**config.mk**
```make
export PLATFORM = sky130hd
export DESIGN_NAME = nibble_frame_receiver
export DESIGN_NICKNAME = d
export VERILOG_FILES = /design/src/rtl/nfr_pkg.sv /design/src/rtl/nfr_core.sv /design/src/rtl/nfr_out_buf.sv /design/src/rtl/nibble_frame_receiver.sv
export VERILOG_INCLUDE_DIRS = /design/src /design/src/rtl
export SDC_FILE = /design/constraint.sdc
export NUM_CORES = 1
export LEC_CHECK = 0
export ABC_CLOCK_PERIOD_IN_PS = 3150
export BUFFER_PORTS_ARGS = -buffer_cell sky130_fd_sc_hd__buf_2
export CORE_UTILIZATION = 25
export CTS_BUF_LIST = sky130_fd_sc_hd__clkbuf_8
export DETAILED_ROUTE_END_ITERATION = 12
export SLEW_MARGIN = 25
export SYNTH_ARGS = -nofsm -noshare
export SYNTH_HDL_FRONTEND = slang
export SYNTH_SLANG_ARGS = --single-unit
export TNS_END_PERCENT = 5
```
**constraint.sdc**
```tcl
create_clock -name clk -period 3.15 [get_ports clk]
set_input_delay 0.945 -clock clk [delete_from_list [all_inputs] [get_ports clk]]
set_output_delay 0.945 -clock clk [all_outputs]
set_load 0.03 [all_outputs]
```
**src/rtl/nibble_frame_receiver_defines.svh**
```systemverilog
// Assertion macros for the nibble frame receiver.
// Used by the top level only; expects clk and arst_n in scope.
`ifndef NIBBLE_FRAME_RECEIVER_DEFINES_SVH
`define NIBBLE_FRAME_RECEIVER_DEFINES_SVH

// Antecedent implies consequent in the same cycle.
`define NFR_ASSERT_SAME(lbl, ante, cons) \
	lbl: assert property (@(posedge clk) disable iff (!arst_n) (ante) |-> (cons)) \
		else $error("nibble_frame_receiver: same-cycle check failed");

// Antecedent implies consequent in the next cycle.
`define NFR_ASSERT_NEXT(lbl, ante, cons) \
	lbl: assert property (@(posedge clk) disable iff (!arst_n) (ante) |=> (cons)) \
		else $error("nibble_frame_receiver: next-cycle check failed");

`endif

```
**src/rtl/nfr_pkg.sv**
```systemverilog
// Shared types and constants for the nibble frame receiver.
// No dependencies; imported by the core, output buffer and top level.
package nfr_pkg;

	localparam int NibbleW = 4;
	localparam int ByteW   = 8;
	localparam int IndexW  = 1;

	// Configuration register indexes
	localparam logic [IndexW-1:0] REG_FIRST_START  = 1'd0;
	localparam logic [IndexW-1:0] REG_SECOND_START = 1'd1;

	// Reset values of the configuration registers
	localparam logic [NibbleW-1:0] FIRST_START_RST  = 4'd3;
	localparam logic [NibbleW-1:0] SECOND_START_RST = 4'd4;

	// End-of-frame marker bytes
	localparam logic [ByteW-1:0] CHAR_E = 8'h45;
	localparam logic [ByteW-1:0] CHAR_N = 8'h4E;
	localparam logic [ByteW-1:0] CHAR_D = 8'h44;

	// Start gap handling
	localparam logic [2:0] GAP_LOCK = 3'd4;
	localparam logic [2:0] GAP_MAX  = 3'd5;

	// Sample phases of interest
	localparam logic [2:0] PHASE_LOW  = 3'd4;
	localparam logic [2:0] PHASE_HIGH = 3'd0;

	typedef struct packed {
		logic             valid;
		logic [ByteW-1:0] data_byte;
		logic             frame_end;
	} nfr_result_t;

endpackage

```
**src/rtl/nfr_core.sv**
```systemverilog
// Framing core: start pattern hunt, phase counter, byte assembly, END detection.
// Depends on nfr_pkg.
module nfr_core (
	input  logic                          clk,
	input  logic                          arst_n,
	input  logic                          wr_en,
	input  logic [nfr_pkg::IndexW-1:0]    wr_index,
	input  logic [nfr_pkg::NibbleW-1:0]   wr_data,
	input  logic                          accept,
	input  logic [nfr_pkg::NibbleW-1:0]   sample_nibble,
	output nfr_pkg::nfr_result_t          result
);
	import nfr_pkg::*;

	typedef enum logic [1:0] {
		MODE_HUNT   = 2'd0,
		MODE_LOCKED = 2'd1,
		MODE_DONE   = 2'd2
	} mode_t;

	mode_t              mode_q, mode_d;
	logic [NibbleW-1:0] first_start_q, second_start_q;
	logic               first_seen_q, first_seen_d;
	logic [2:0]         gap_q, gap_d, gap_eff;
	logic [2:0]         phase_q, phase_d;
	logic [NibbleW-1:0] low_q, low_d;
	logic [ByteW-1:0]   last_q, last_d, before_q, before_d;
	logic [ByteW-1:0]   byte_c;
	logic               end_c;

	// Assemble the candidate byte and check the END marker
	assign byte_c = {sample_nibble, low_q};
	assign end_c  = (byte_c == CHAR_D) && (last_q == CHAR_N) && (before_q == CHAR_E);

	// Next state for one accepted sample
	always_comb begin
		mode_d       = mode_q;
		first_seen_d = first_seen_q;
		gap_d        = gap_q;
		gap_eff      = gap_q;
		phase_d      = phase_q;
		low_d        = low_q;
		last_d       = last_q;
		before_d     = before_q;
		result       = '0;
		result.data_byte = byte_c;
		result.frame_end = end_c;
		case (mode_q)
			MODE_HUNT: begin
				// restart the gap on a first start nibble
				if (sample_nibble == first_start_q) begin
					first_seen_d = 1'b1;
					gap_eff      = 3'd0;
				end
				gap_d = gap_eff;
				if (gap_eff == GAP_LOCK && sample_nibble == second_start_q && first_seen_d) begin
					mode_d   = MODE_LOCKED;
					phase_d  = 3'd1;
					low_d    = '0;
					last_d   = '0;
					before_d = '0;
				end else if (gap_eff < GAP_MAX) begin
					gap_d = gap_eff + 3'd1;
				end
			end
			MODE_LOCKED: begin
				phase_d = phase_q + 3'd1;
				if (phase_q == PHASE_LOW) begin
					low_d = sample_nibble;
				end else if (phase_q == PHASE_HIGH) begin
					result.valid = accept;
					before_d     = last_q;
					last_d       = byte_c;
					if (end_c) begin
						mode_d = MODE_DONE;
					end
				end
			end
			default: begin
				// done: drop every sample
			end
		endcase
	end

	// Hold configuration and framing state
	always_ff @(posedge clk or negedge arst_n) begin
		if (!arst_n) begin
			first_start_q  <= FIRST_START_RST;
			second_start_q <= SECOND_START_RST;
			mode_q         <= MODE_HUNT;
			first_seen_q   <= 1'b0;
			gap_q          <= '0;
			phase_q        <= '0;
			low_q          <= '0;
			last_q         <= '0;
			before_q       <= '0;
		end else begin
			if (wr_en) begin
				case (wr_index)
					REG_FIRST_START:  first_start_q  <= wr_data;
					REG_SECOND_START: second_start_q <= wr_data;
					default: begin
					end
				endcase
			end
			if (accept) begin
				mode_q       <= mode_d;
				first_seen_q <= first_seen_d;
				gap_q        <= gap_d;
				phase_q      <= phase_d;
				low_q        <= low_d;
				last_q       <= last_d;
				before_q     <= before_d;
			end
		end
	end

endmodule

```
**src/rtl/nfr_out_buf.sv**
```systemverilog
// Two-entry output stage: result register plus skid register.
// Depends on nfr_pkg.
module nfr_out_buf (
	input  logic                        clk,
	input  logic                        arst_n,
	input  nfr_pkg::nfr_result_t        push,
	output logic                        full,
	output logic                        out_valid,
	input  logic                        out_stall,
	output logic [nfr_pkg::ByteW-1:0]   data_byte,
	output logic                        frame_end
);
	import nfr_pkg::*;

	logic             main_v_q, skid_v_q;
	logic [ByteW-1:0] main_byte_q, skid_byte_q;
	logic             main_end_q, skid_end_q;
	logic             pop;

	assign pop       = main_v_q && !out_stall;
	assign full      = skid_v_q;
	assign out_valid = main_v_q;
	assign data_byte = main_byte_q;
	assign frame_end = main_end_q;

	// Control: advance skid into main, or load a new request
	always_ff @(posedge clk or negedge arst_n) begin
		if (!arst_n) begin
			main_v_q <= 1'b0;
			skid_v_q <= 1'b0;
		end else if (skid_v_q) begin
			if (pop) begin
				skid_v_q <= 1'b0;
			end
		end else if (push.valid) begin
			if (main_v_q && !pop) begin
				skid_v_q <= 1'b1;
			end else begin
				main_v_q <= 1'b1;
			end
		end else if (pop) begin
			main_v_q <= 1'b0;
		end
	end

	// Payload: no reset needed
	always_ff @(posedge clk) begin
		if (skid_v_q) begin
			if (pop) begin
				main_byte_q <= skid_byte_q;
				main_end_q  <= skid_end_q;
			end
		end else if (push.valid) begin
			if (main_v_q && !pop) begin
				skid_byte_q <= push.data_byte;
				skid_end_q  <= push.frame_end;
			end else begin
				main_byte_q <= push.data_byte;
				main_end_q  <= push.frame_end;
			end
		end
	end

endmodule

```
**src/rtl/nibble_frame_receiver.sv**
```systemverilog
// Top level of the nibble frame receiver.
// Depends on nfr_pkg, nfr_core, nfr_out_buf and nibble_frame_receiver_defines.svh.
//
// Usage:
//   Input channel: sample_nibble with in_valid / in_stall; one request is one
//   4-bit sample. Output channel: data_byte and frame_end with out_valid /
//   out_stall; one request is one assembled byte.
//   Configuration: wr_en, wr_index, wr_data write the first (index 0) and
//   second (index 1) start nibbles; write only while the block is idle.
//   Throughput: one sample per cycle while in_stall is low, limited by the
//   framing core which updates all its state for each accepted sample.
//   Output: a byte's accepted high nibble loads it into the result register
//   (the skid register if that is still held); one byte per eight samples.
//   Stall: results sit in a result register backed by a skid register;
//   in_stall rises only when both are full, i.e. after out_stall has held
//   a byte while another one completed.
//   Reset: arst_n clears the framing state to hunting, reloads start nibbles
//   3 and 4 and empties the output stage. After the byte that completes
//   'E','N','D' (flagged by frame_end) samples are consumed and dropped
//   until the next reset.
`include "nibble_frame_receiver_defines.svh"

module nibble_frame_receiver (
	input  logic                          clk,
	input  logic                          arst_n,
	input  logic                          wr_en,
	input  logic [nfr_pkg::IndexW-1:0]    wr_index,
	input  logic [nfr_pkg::NibbleW-1:0]   wr_data,
	input  logic                          in_valid,
	output logic                          in_stall,
	input  logic [nfr_pkg::NibbleW-1:0]   sample_nibble,
	output logic                          out_valid,
	input  logic                          out_stall,
	output logic [nfr_pkg::ByteW-1:0]     data_byte,
	output logic                          frame_end
);
	import nfr_pkg::*;

	nfr_result_t result;
	logic        full;
	logic        accept;

	// Accept a sample whenever the skid register is free
	assign in_stall = full;
	assign accept   = in_valid && !full;

	nfr_core u_core (
		.clk           (clk),
		.arst_n        (arst_n),
		.wr_en         (wr_en),
		.wr_index      (wr_index),
		.wr_data       (wr_data),
		.accept        (accept),
		.sample_nibble (sample_nibble),
		.result        (result)
	);

	nfr_out_buf u_out_buf (
		.clk       (clk),
		.arst_n    (arst_n),
		.push      (result),
		.full      (full),
		.out_valid (out_valid),
		.out_stall (out_stall),
		.data_byte (data_byte),
		.frame_end (frame_end)
	);

	// A full skid register implies the result register is occupied
	`NFR_ASSERT_SAME(a_skid_implies_main, in_stall, out_valid)
	// A result is produced only from an accepted sample
	`NFR_ASSERT_SAME(a_result_needs_accept, result.valid, accept)
	// Nothing follows the frame end byte
	`NFR_ASSERT_NEXT(a_quiet_after_end, result.valid && result.frame_end, !result.valid)

endmodule

```
; Yosys cells after proc, flatten, opt, wreduce, memory -nomap -nowiden
; Cells that the tools add are included.
[word_totals]
regBits = 57
in_bits = 14
output_inout_bits = 11
elab_cells = 102
[classes]
add_sub_neg = 2
n_lt_le_gt_ge = 1
n_eq_ne = 16
n_mux = 41
n_bitwise = 2
n_reduce_logical = 25
[op_table]
columns = op, count
row1 = $mux W8, 9
row2 = $pmux W8 S2, 2
row3 = $eq A8 B7 Y1 const B, 3
row4 = $mux W1, 16
row5 = $mux W3, 5
row6 = $reduce_and A3 Y1, 4
row7 = $ne A2 B1 Y1 const B, 5
row8 = $eq A4 B4 Y1, 2
row9 = $mux W2, 4
row10 = $mux W4, 2
row11 = $pmux W4 S2, 1
row12 = $logic_and A1 B1 Y1, 7
row13 = $add A3 B1 Y3 const B, 2
row14 = $eq A3 B3 Y1 const B, 2
row15 = $ne A2 B2 Y1 const B, 3
row16 = $pmux W3 S2, 1
row17 = $reduce_and A2 Y1, 3
row18 = $reduce_and A6 Y1, 1
row19 = $reduce_bool A2 Y1, 3
row20 = $reduce_and A5 Y1, 1
row21 = $pmux W2 S2, 1
row22 = $reduce_and A4 Y1, 1
row23 = $logic_not A1 Y1, 3
row24 = $logic_not A3 Y1, 1
row25 = other kinds (4), 5

; Logic depth before layout (Yosys ltp)
; Gate-level depths: netlist of run 1.
[logic_depth]
word_depth = 8
ltp_mapped = 8
mapped_depth_nobuf = 8

; Modules after synthesis
; Synthesis of run 1 repeated with hierarchy kept, for this count alone.
[unflattened]
hier_cells = 238
hier_area_um2 = 2790.2
[modules_own_cells]
columns = module, instances, cells_per_inst, area_per_inst_um2, seq_area_each_um2
row1 = nfr_core, 1, 197, 1996.9, 929.6
row2 = nfr_out_buf, 1, 40, 779.5, 590.6
row3 = nibble_frame_receiver, 1, 1, 13.8, 0.0

; Least setup slack after synthesis of run 1
; Ideal clock, no wire load.
[synth_timing]
path_type = input port to flip-flop
from = input sample_nibble[0] (netlist name)
to = register u_core.low_q[0]
setup_ns = 0.134
arrival_ns = 2.636
required_ns = 3.016
setup_slack_ns = 0.379
cell_stages = 8
n_path_buf = 1
path_cell_list = xor2_1 or4_1 nand2_1 ha_1 nand3_1 nor4_4 buf_6 o22ai_1
[synth_between]
elab_chain_len = 8
word_cells_on_any_way = 13
classes_between = eq/ne (4) / mux (6) / reduce/logical (3)
[synth_rtl]
columns = item, line
row1 = from (decl), nibble_frame_receiver.sv:31  ; input logic [nfr_pkg::NibbleW-1:0] sample_nibble,
row2 = $eq A4 B4 Y1, nfr_core.sv:51  ; if (sample_nibble == first_start_q) begin
row3 = $mux W3, nfr_core.sv:51
row4 = $mux W3, nfr_core.sv:48  ; case (mode_q)
row5 = $eq A3 B3 Y1, nfr_core.sv:56  ; if (gap_eff == GAP_LOCK && sample_nibble == second_start_q && first_seen_d) begin
row6 = $logic_and A1 B1 Y1 (2 in series), nfr_core.sv:56
row7 = $ne A2 B1 Y1 (no source line), --
row8 = $reduce_and A4 Y1 (no source line), --
row9 = to (signal assigned), nfr_core.sv:111  ; low_q <= low_d;
row10 = to (decl), nfr_core.sv:26  ; logic [NibbleW-1:0] low_q, low_d;
; Several ways; a longest one is shown, not always the timed one. The select of a mux whose other input is x is not followed.
; A chain may end at the register's enable or synchronous reset.

; Final worst setup path of run 1
[layout_timing]
from = input sample_nibble[0] (netlist name)
to = register u_core.low_q[1]
[layout_between]
elab_chain_len = 8
word_cells_on_any_way = 11
classes_between = eq/ne (4) / mux (4) / reduce/logical (3)
[layout_rtl]
columns = item, line
row1 = $eq A4 B4 Y1, nfr_core.sv:51
row2 = $mux W3, nfr_core.sv:51
row3 = $mux W3, nfr_core.sv:48
row4 = $eq A3 B3 Y1, nfr_core.sv:56
row5 = $logic_and A1 B1 Y1, nfr_core.sv:56
row6 = $logic_and A1 B1 Y1 (*), nfr_core.sv:56
row7 = $ne A2 B1 Y1 (no source line) (*), --
row8 = $reduce_and A4 Y1 (no source line) (*), --
; Mark *: on every way between the ends. The rest lies on a longest branch, timed or not. The select of a mux whose other input is x is not followed.

==> flow_summary_export.csv, run 1 <==
group,metric,value,unit
finish,fin_nets,278,
yosys,synth_flop_cell,"dfrtp_1",
power,p_sw_share,26.9,%
timing,relSlewSlack,43.9,%
timing,fmax,364,MHz
die,die_h,104,µm
power,switchingPower,0.000523,W
global_route,grt_usage,10.1,%
power,leakagePower,1.31,nW
timing,finalMaxSlewViolations,0,
yosys,yosys.cell_count.top_type,"nand2_1",
timing,rsz0062_at_grt,"no",
global_route,antenna_found_initial,0,
route,drt_first_pass_iters,4,
yosys,synth_compound_area_share,11.5,%
timing,setup_viol,0,
yosys,synth_simple_gate_area_share,15.7,%
global_route,grt_pass1_vias,1784,
timing,hold-worst-slack,0.506,ns
timing,post-route-worst-setup-slack,0.402,ns
clock_tree,cts_setup_buffers,0,
global_route,grt_overflow,0,
worst_hold_path,hold_start,"u_core.last_q[3]$_DFFE_PN0P_",
yosys,async_reset_ff_share,68.4,%
power,ir_worst_vdd,0.000218,V
placed_design,port_buffers,24,
yosys,syn_area,0.00261,mm²
die,die_area,0.0109,mm²
finish,num_antenna_cells,0,
clock_tree,cts-root-buf,"clkbuf_8",
placed_design,gp_congestion,0.805,
route,antenna_left,0,
die,core-area,0.00995,mm²
clock_tree,ctsHtreeMaxLevel,3,
yosys,synth_xor_area_share,2.68,%
setup_path,cp_top_family,"simple AND/OR/NAND/NOR gates",
route,via_per_inst,4.49,
setup_path,crit_type,"in -> reg",
setup_path,crit_path_end_kind,"register",
power,total_power,0.00195,W
route,drt-total-wl,5070,µm
setup_path,crit_chain,"buf_2 -> xor2_1 -> or4_1 -> nand2_1 -> ha_1 -> nand3_1 -> nor4_4 -> buf_12 -> o22ai_1",
finish,drive_gt1_share,28.3,%
die,io_pins,25,
setup_path,cp.depth,9,
global_route,grt_max_degree,40,
yosys,ys_ff_latch,57,
setup_path,reg2reg_from,"u_core.first_start_q[0]$_DFFE_PN1P_",
clock_tree,cts_tree,"yes",
yosys,synthTopCellsByArea,"dfrtp_1, edfxtp_1, mux2_2",
yosys,synthMuxAreaShare,6.90,%
clock_tree,postCtsHoldBufs,0,
clock_tree,cts_buffer_depth,2,
power,power_density,620,mW/mm²
yosys,synth-edff-count,18,
timing,worst_pin_slew,0.842,ns
setup_path,worstPathArrival,2.94,ns
yosys,avgSynthCellArea,11.7,µm²
yosys,synth_fp_nets,241,
yosys,synth_top_area_cell,"dfrtp_1",
outcome,outcome,"finished, final reports clean",
job,maxCapViolations,0,
setup_path,path_buf_inv,2,
setup_path,slowest_delay,0.63,ns
clock_tree,clkTransAtPathRegs,0.06,ns
clock_tree,cts.sinks,57,
finish,fin_area,0.00314,mm²
timing,hold_viol,0,
route,post_drt_wl_per_cell,12.7,µm
power,p_seq_share,46.2,%
power,p_int,0.00142,W
power,combPwrFrac,17.4,%
yosys,yosys.area_share.adder,1.92,%
placed_design,place_area,0.00294,mm²
finish,fillCellCount,1002,
setup_path,cp_max_fo,20,
global_route,grt_first_pass_wirelength,8450,µm
die,start_util,26.2,%
yosys,synth_common_cells,"nand2_1, dfrtp_1, edfxtp_1",
die,rows,36,
setup_path,reg2reg_setup_slack,0.68,ns
placed_design,hpwlAfterDp,3650,µm
timing,post-route-period-util,87.2,%
yosys,synth_seq_area_share,58.2,%
yosys,ys_warn_count,0,
setup_path,crit_slowest_cell,"or4_1",
worst_hold_path,min_path_type,"reg -> reg",
route,drt_iter0_drc,129,
yosys,synth_top_family_by_area,"simple AND/OR/NAND/NOR gates",
clock_tree,cts_buffers,9,
route,drc,0,
power,p_clk_share,36.4,%
setup_path,required,3.34,ns
clock_tree,worstSkewPairLatency,0.32,ns
worst_hold_path,hold_depth,2,
die,chipWidth,104,µm
worst_hold_path,min_to,"u_core.before_q[3]$_DFFE_PN0P_",
clock_tree,cts_resized,0,
yosys,yosysUniqueCellTypes,44,
yosys,synth.top_cell.area_share,34.5,%
placed_design,dp_slack,0.0588,ns
timing,fin_skew,0.00630,ns
yosys,netlist_instances,223,
setup_path,r2r-end,"u_core.low_q[1]$_DFFE_PN0P_",
setup_path,reg2reg_depth,8,
route,via_count,1786,
finish,area_delta_synth_final,20.4,%
timing,min_period,2.75,ns
setup_path,startpoint_type,"input pin",
timing,setup-tns-final,0,ns
worst max-delay path by stage:
stage,from,endpoint
after CTS,sample_nibble[0],u_core.low_q[1]$_DFFE_PN0P_
after global placement,sample_nibble[0],u_core.low_q[1]$_DFFE_PN0P_
final,sample_nibble[0],u_core.low_q[1]$_DFFE_PN0P_
after global routing,sample_nibble[0],u_core.last_q[3]$_DFFE_PN0P_
after detailed placement,sample_nibble[0],u_core.before_q[0]$_DFFE_PN0P_
after floorplan,sample_nibble[0],u_core.low_q[0]$_DFFE_PN0P_
registers in the layout, indices dropped and copies added (netlist names), 4 cells and up:
| signal | count |
|---|---|
| u_out_buf.data_byte | 8 |
| u_core.low_q | 4 |
| u_out_buf.skid_byte_q | 8 |
| u_core.before_q | 8 |
| u_core.last_q | 8 |
| u_core.second_start_q | 4 |
| u_core.first_start_q | 4 |
layout make-up:
class                   count  area (µm²)  share of cell area (%)
well taps                 133         166                    5.29
multi-input cells         151        1010                    32.2
flip-flops and latches     57        1520                    48.3
clock buffers               9         124                    3.94
clock inverters             7        85.1                    2.71
inverters                   6        22.5                   0.716
repair buffers             35         215                    6.84
layout by cell type, fill, tap and decap left out, types with 2 or more instances in the layout:
master,Yosys,routed
buf_2,2,24
and3_1,5,5
a21oi_1,6,6
clkinv_2,0,5
a31oi_1,3,3
a21o_1,2,2
edfxtp_1,18,18
nor2b_1,2,2
clkbuf_8,0,9
o21ai_1,3,3
nor2_1,6,6
nor4_1,2,2
o22ai_1,7,7
ha_1,4,4
xnor2_1,4,4
dfrtp_1,36,36
mux2_2,16,16
nand2_1,44,44
o21ai_0,12,12
o31ai_1,3,3
buf_4,0,10
nand3_1,2,2
xor2_1,4,4
nor4b_1,3,3
nand4_1,4,4
inv_1,6,6
dfstp_2,3,3
o31a_1,2,2
bufinv_16,0,2
power groups by stage:
stage | clock network, W | logic [W] | registers (W)
finish | 0.000709 | 0.000338 | 0.000901
detailed placement | 0 | 0.000339 | 0.000910
CTS | 0.000731 | 0.000340 | 0.000899
global route | 0.000762 | 0.000379 | 0.000912
global placement | 0 | 0.000329 | 0.000913
floorplan | 0 | 0.000271 | 0.000883
worst register-to-register path, stage by stage, from the launching register on:
cell and delay, ns:
dfstp_2 0.54, xor2_1 0.10, or4_1 0.63, nand2_1 0.14, ha_1 0.17, nand3_1 0.15
nor4_4 0.33, buf_12 0.19, o22ai_1 0.10
through the flow:
stage	utilization, %	std cells
after global routing	31.6	398
final	31.6	398
after floorplan	-	223
after detailed placement	29.5	382
after CTS	31.6	398
after global placement	29.5	382
kinds of logic (layout without fill, tap and decap cells):
| logic type | Yosys count | count (layout) |
|---|---|---|
| AO/OA/AOI/OAI | 45 | 45 |
| XOR/XNOR | 8 | 8 |
| adder cells (fa/ha/maj) | 4 | 4 |
| buffers and inverters | 15 | 57 |
| flip-flops | 57 | 57 |
| multiplexers | 16 | 16 |
| AND/OR/NAND/NOR | 78 | 78 |
routing by layer:
| layer | share of wire [%] | wire, µm | track usage [%] | vias to the layer above |
|---|---|---|---|---|
| li1 | - | - | - | 891 |
| met4 | 1.7 | 85 | 5.61 | 0 |
| met3 | 3.9 | 196 | 2.88 | 8 |
| met2 | 46 | 2360 | 15.7 | 30 |
| met5 | 0 | 0 | 0 | - |
| met1 | 48 | 2430 | 12.5 | 857 |
No activity file was read; power rests on OpenSTA's default activity.
==> run 2: changes to the inputs <==
- CORE_ASPECT_RATIO: unset -> 1.2
- PLACE_DENSITY: unset -> 0.51
- SYNTH_HIERARCHICAL: unset -> 1
==> flow_summary_export.csv, run 2 <==
group,metric,value,unit
setup_path,crit_type,"in -> reg",
clock_tree,ctsHtreeMaxLevel,3,
yosys,ys_warn_count,6,
setup_path,required,3.34,ns
die,rows,41,
clock_tree,cts_buffer_depth,2,
yosys,synth_flop_cell,"dfrtp_1",
global_route,grt_usage,10.9,%
setup_path,startpoint_type,"input pin",
worst_hold_path,hold_depth,2,
die,io_pins,25,
route,via_count,1872,
finish,fin_cells,407,
finish,final_common_cell,"nand2_1",
finish,drive_gt1_share,32.4,%
placed_design,gp_congestion,0.799,
finish,fin_nets,291,
setup_path,cp_max_fo,5,
yosys,async_reset_ff_share,68.4,%
timing,relSlewSlack,39.0,%
clock_tree,cts_resized,0,
yosys,synth.top_cell.area_share,32.3,%
timing,rsz0062_at_grt,"no",
timing,worst_pin_slew,0.915,ns
timing,fmax,368,MHz
yosys,synth_seq_area_share,54.5,%
worst_hold_path,min_path_type,"reg -> reg",
yosys,ys_ff_latch,57,
finish,area_delta_synth_final,16.2,%
clock_tree,worstSkewPairLatency,0.34,ns
route,drt_first_pass_iters,6,
timing,post-route-period-util,86.2,%
global_route,grt_first_pass_wirelength,9600,µm
finish,mostFrequentLayoutCells,"nand2_1, dfrtp_1, buf_2",
timing,setup_viol,0,
die,die_h,118,µm
clock_tree,cts_setup_buffers,0,
yosys,synthTopCellsByArea,"dfrtp_1, edfxtp_1, nand2_1",
global_route,antenna_found_initial,0,
timing,fin_skew,0.00902,ns
setup_path,reg2reg_depth,7,
placed_design,port_buffers,24,
power,leakagePower,1.38,nW
worst_hold_path,hold_start,"u_core/last_q[5]$_DFFE_PN0P_",
route,drt_iter0_drc,94,
setup_path,startpoint,"sample_nibble[1]",
clock_tree,cts-root-buf,"clkbuf_8",
route,via_per_inst,4.60,
timing,finalMaxSlewViolations,0,
timing,hold_viol,0,
route,post_drt_wl_per_cell,14.0,µm
die,die_area,0.0116,mm²
placed_design,hpwlAfterDp,4100,µm
global_route,grt_max_degree,40,
placed_design,dp.cells,391,
route,drc,0,
outcome,outcome,"finished, final reports clean",
yosys,synth-edff-count,18,
yosys,synth_top_area_cell,"dfrtp_1",
setup_path,crit_path_end_kind,"register",
power,power_density,692,mW/mm²
yosys,yosysUniqueCellTypes,48,
yosys,yosys.cell_count.top_type,"nand2_1",
clock_tree,cts_tree,"yes",
die,chipWidth,98.4,µm
job,maxCapViolations,0,
route,antenna_left,0,
timing,setup-tns-final,0,ns
clock_tree,postCtsHoldBufs,0,
yosys,synth_common_cells,"nand2_1, dfrtp_1, edfxtp_1",
clock_tree,cts_buffers,9,
setup_path,worstPathArrival,2.91,ns
route,drt-total-wl,5710,µm
die,start_util,26.1,%
global_route,grt_overflow,0,
clock_tree,clkTransAtPathRegs,0.07,ns
setup_path,reg2reg_from,"u_core/first_start_q[1]$_DFFE_PN1P_",
die,core-area,0.0107,mm²
yosys,netlist_instances,238,
finish,num_antenna_cells,0,
yosys,synth_fp_nets,256,
yosys,syn_area,0.00279,mm²
global_route,grt_pass1_vias,1878,
power,ir_worst_vdd,0.000250,V
yosys,avgSynthCellArea,11.7,µm²
clock_tree,cts.sinks,57,
timing,min_period,2.72,ns
## run 2: cell count changes after synthesis, sizes merged, moves of 3 or more
cell	before	now
o21bai	1	4
nand2	44	47
buf	5	10
and3	5	1
o21ai	15	20
a21oi	6	2
nand3	2	8
o22ai	7	4
## run 2: where the power goes
part	leakage, nW	internal, W	switching (W)
clock network	0.0860	0.000276	0.000299
logic	0.643	0.000277	0.000304
registers	0.649	0.000951	0.000135
## run 2: final timing paths
kind | to | slack, ns
setup / recovery | u_core/phase_q[2]$_DFFE_PN0P_ | 0.43
hold / removal | u_core/before_q[5]$_DFFE_PN0P_ | 0.51
setup reg to reg | u_core/phase_q[2]$_DFFE_PN0P_ | 0.73
hold reg to reg | u_core/before_q[5]$_DFFE_PN0P_ | 0.51
max in group asynchronous | u_core/before_q[2]$_DFFE_PN0P_ | 1.83
min in group asynchronous | u_core/first_seen_q$_DFFE_PN0P_ | 0.74
## run 2: final cells by class
type / count / area [µm²]
tap: 129 / 161
fill: 1107 / 7430
timing repair buffer: 36 / 210
clock inverter: 7 / 38.8
sequential: 57 / 1520
multi-input combinational: 160 / 1150
clock buffer: 9 / 124
inverter: 9 / 33.8
## run 2: cell families (layout without fill, tap and decap cells)
kind of cell               Yosys count  after routing  share of synthesized area (%)
adders and majority gates            4              4                           1.79
xor gates and xnor gates             8              8                           3.05
buffers and inverters               21             61                           4.17
muxes                               17             17                           7.80
DFF                                 57             57                           54.5
AOI/OAI and AO/OA                   46             46                           12.6
and+or+nand+nor                     85             85                           16.1
## run 2: layer usage
| metal | wire (µm) | track usage, % | vias to the layer above |
|---|---|---|---|
| met5 | 0 | 0 | - |
| met4 | 84 | 4.38 | 0 |
| met3 | 298 | 4.04 | 6 |
| met2 | 2710 | 17.1 | 42 |
| met1 | 2620 | 13.6 | 913 |
| li1 | - | - | 911 |
## run 2: critical path: stages
cell and delay (ns):
buf_2 0.13, xor2_2 0.20, or4_4 0.59, nand2_1 0.12, ha_1 0.18, nand3_1 0.15
nor3_1 0.41, o221ai_1 0.19
## run 2: stage by stage
step                hold slack [ns]  total power [W]  utilization, %  cell area, µm²  setup WS [ns]
floorplan                     0.463          0.00152               -            2790          0.253
global placement              0.495          0.00167            28.9            3080          0.102
detailed placement            0.499          0.00170            28.9            3080          0.104
CTS                           0.508          0.00229            30.4            3240          0.454
global route                  0.526          0.00240            30.4            3240          0.300
finish                        0.510          0.00224            30.4            3240          0.435
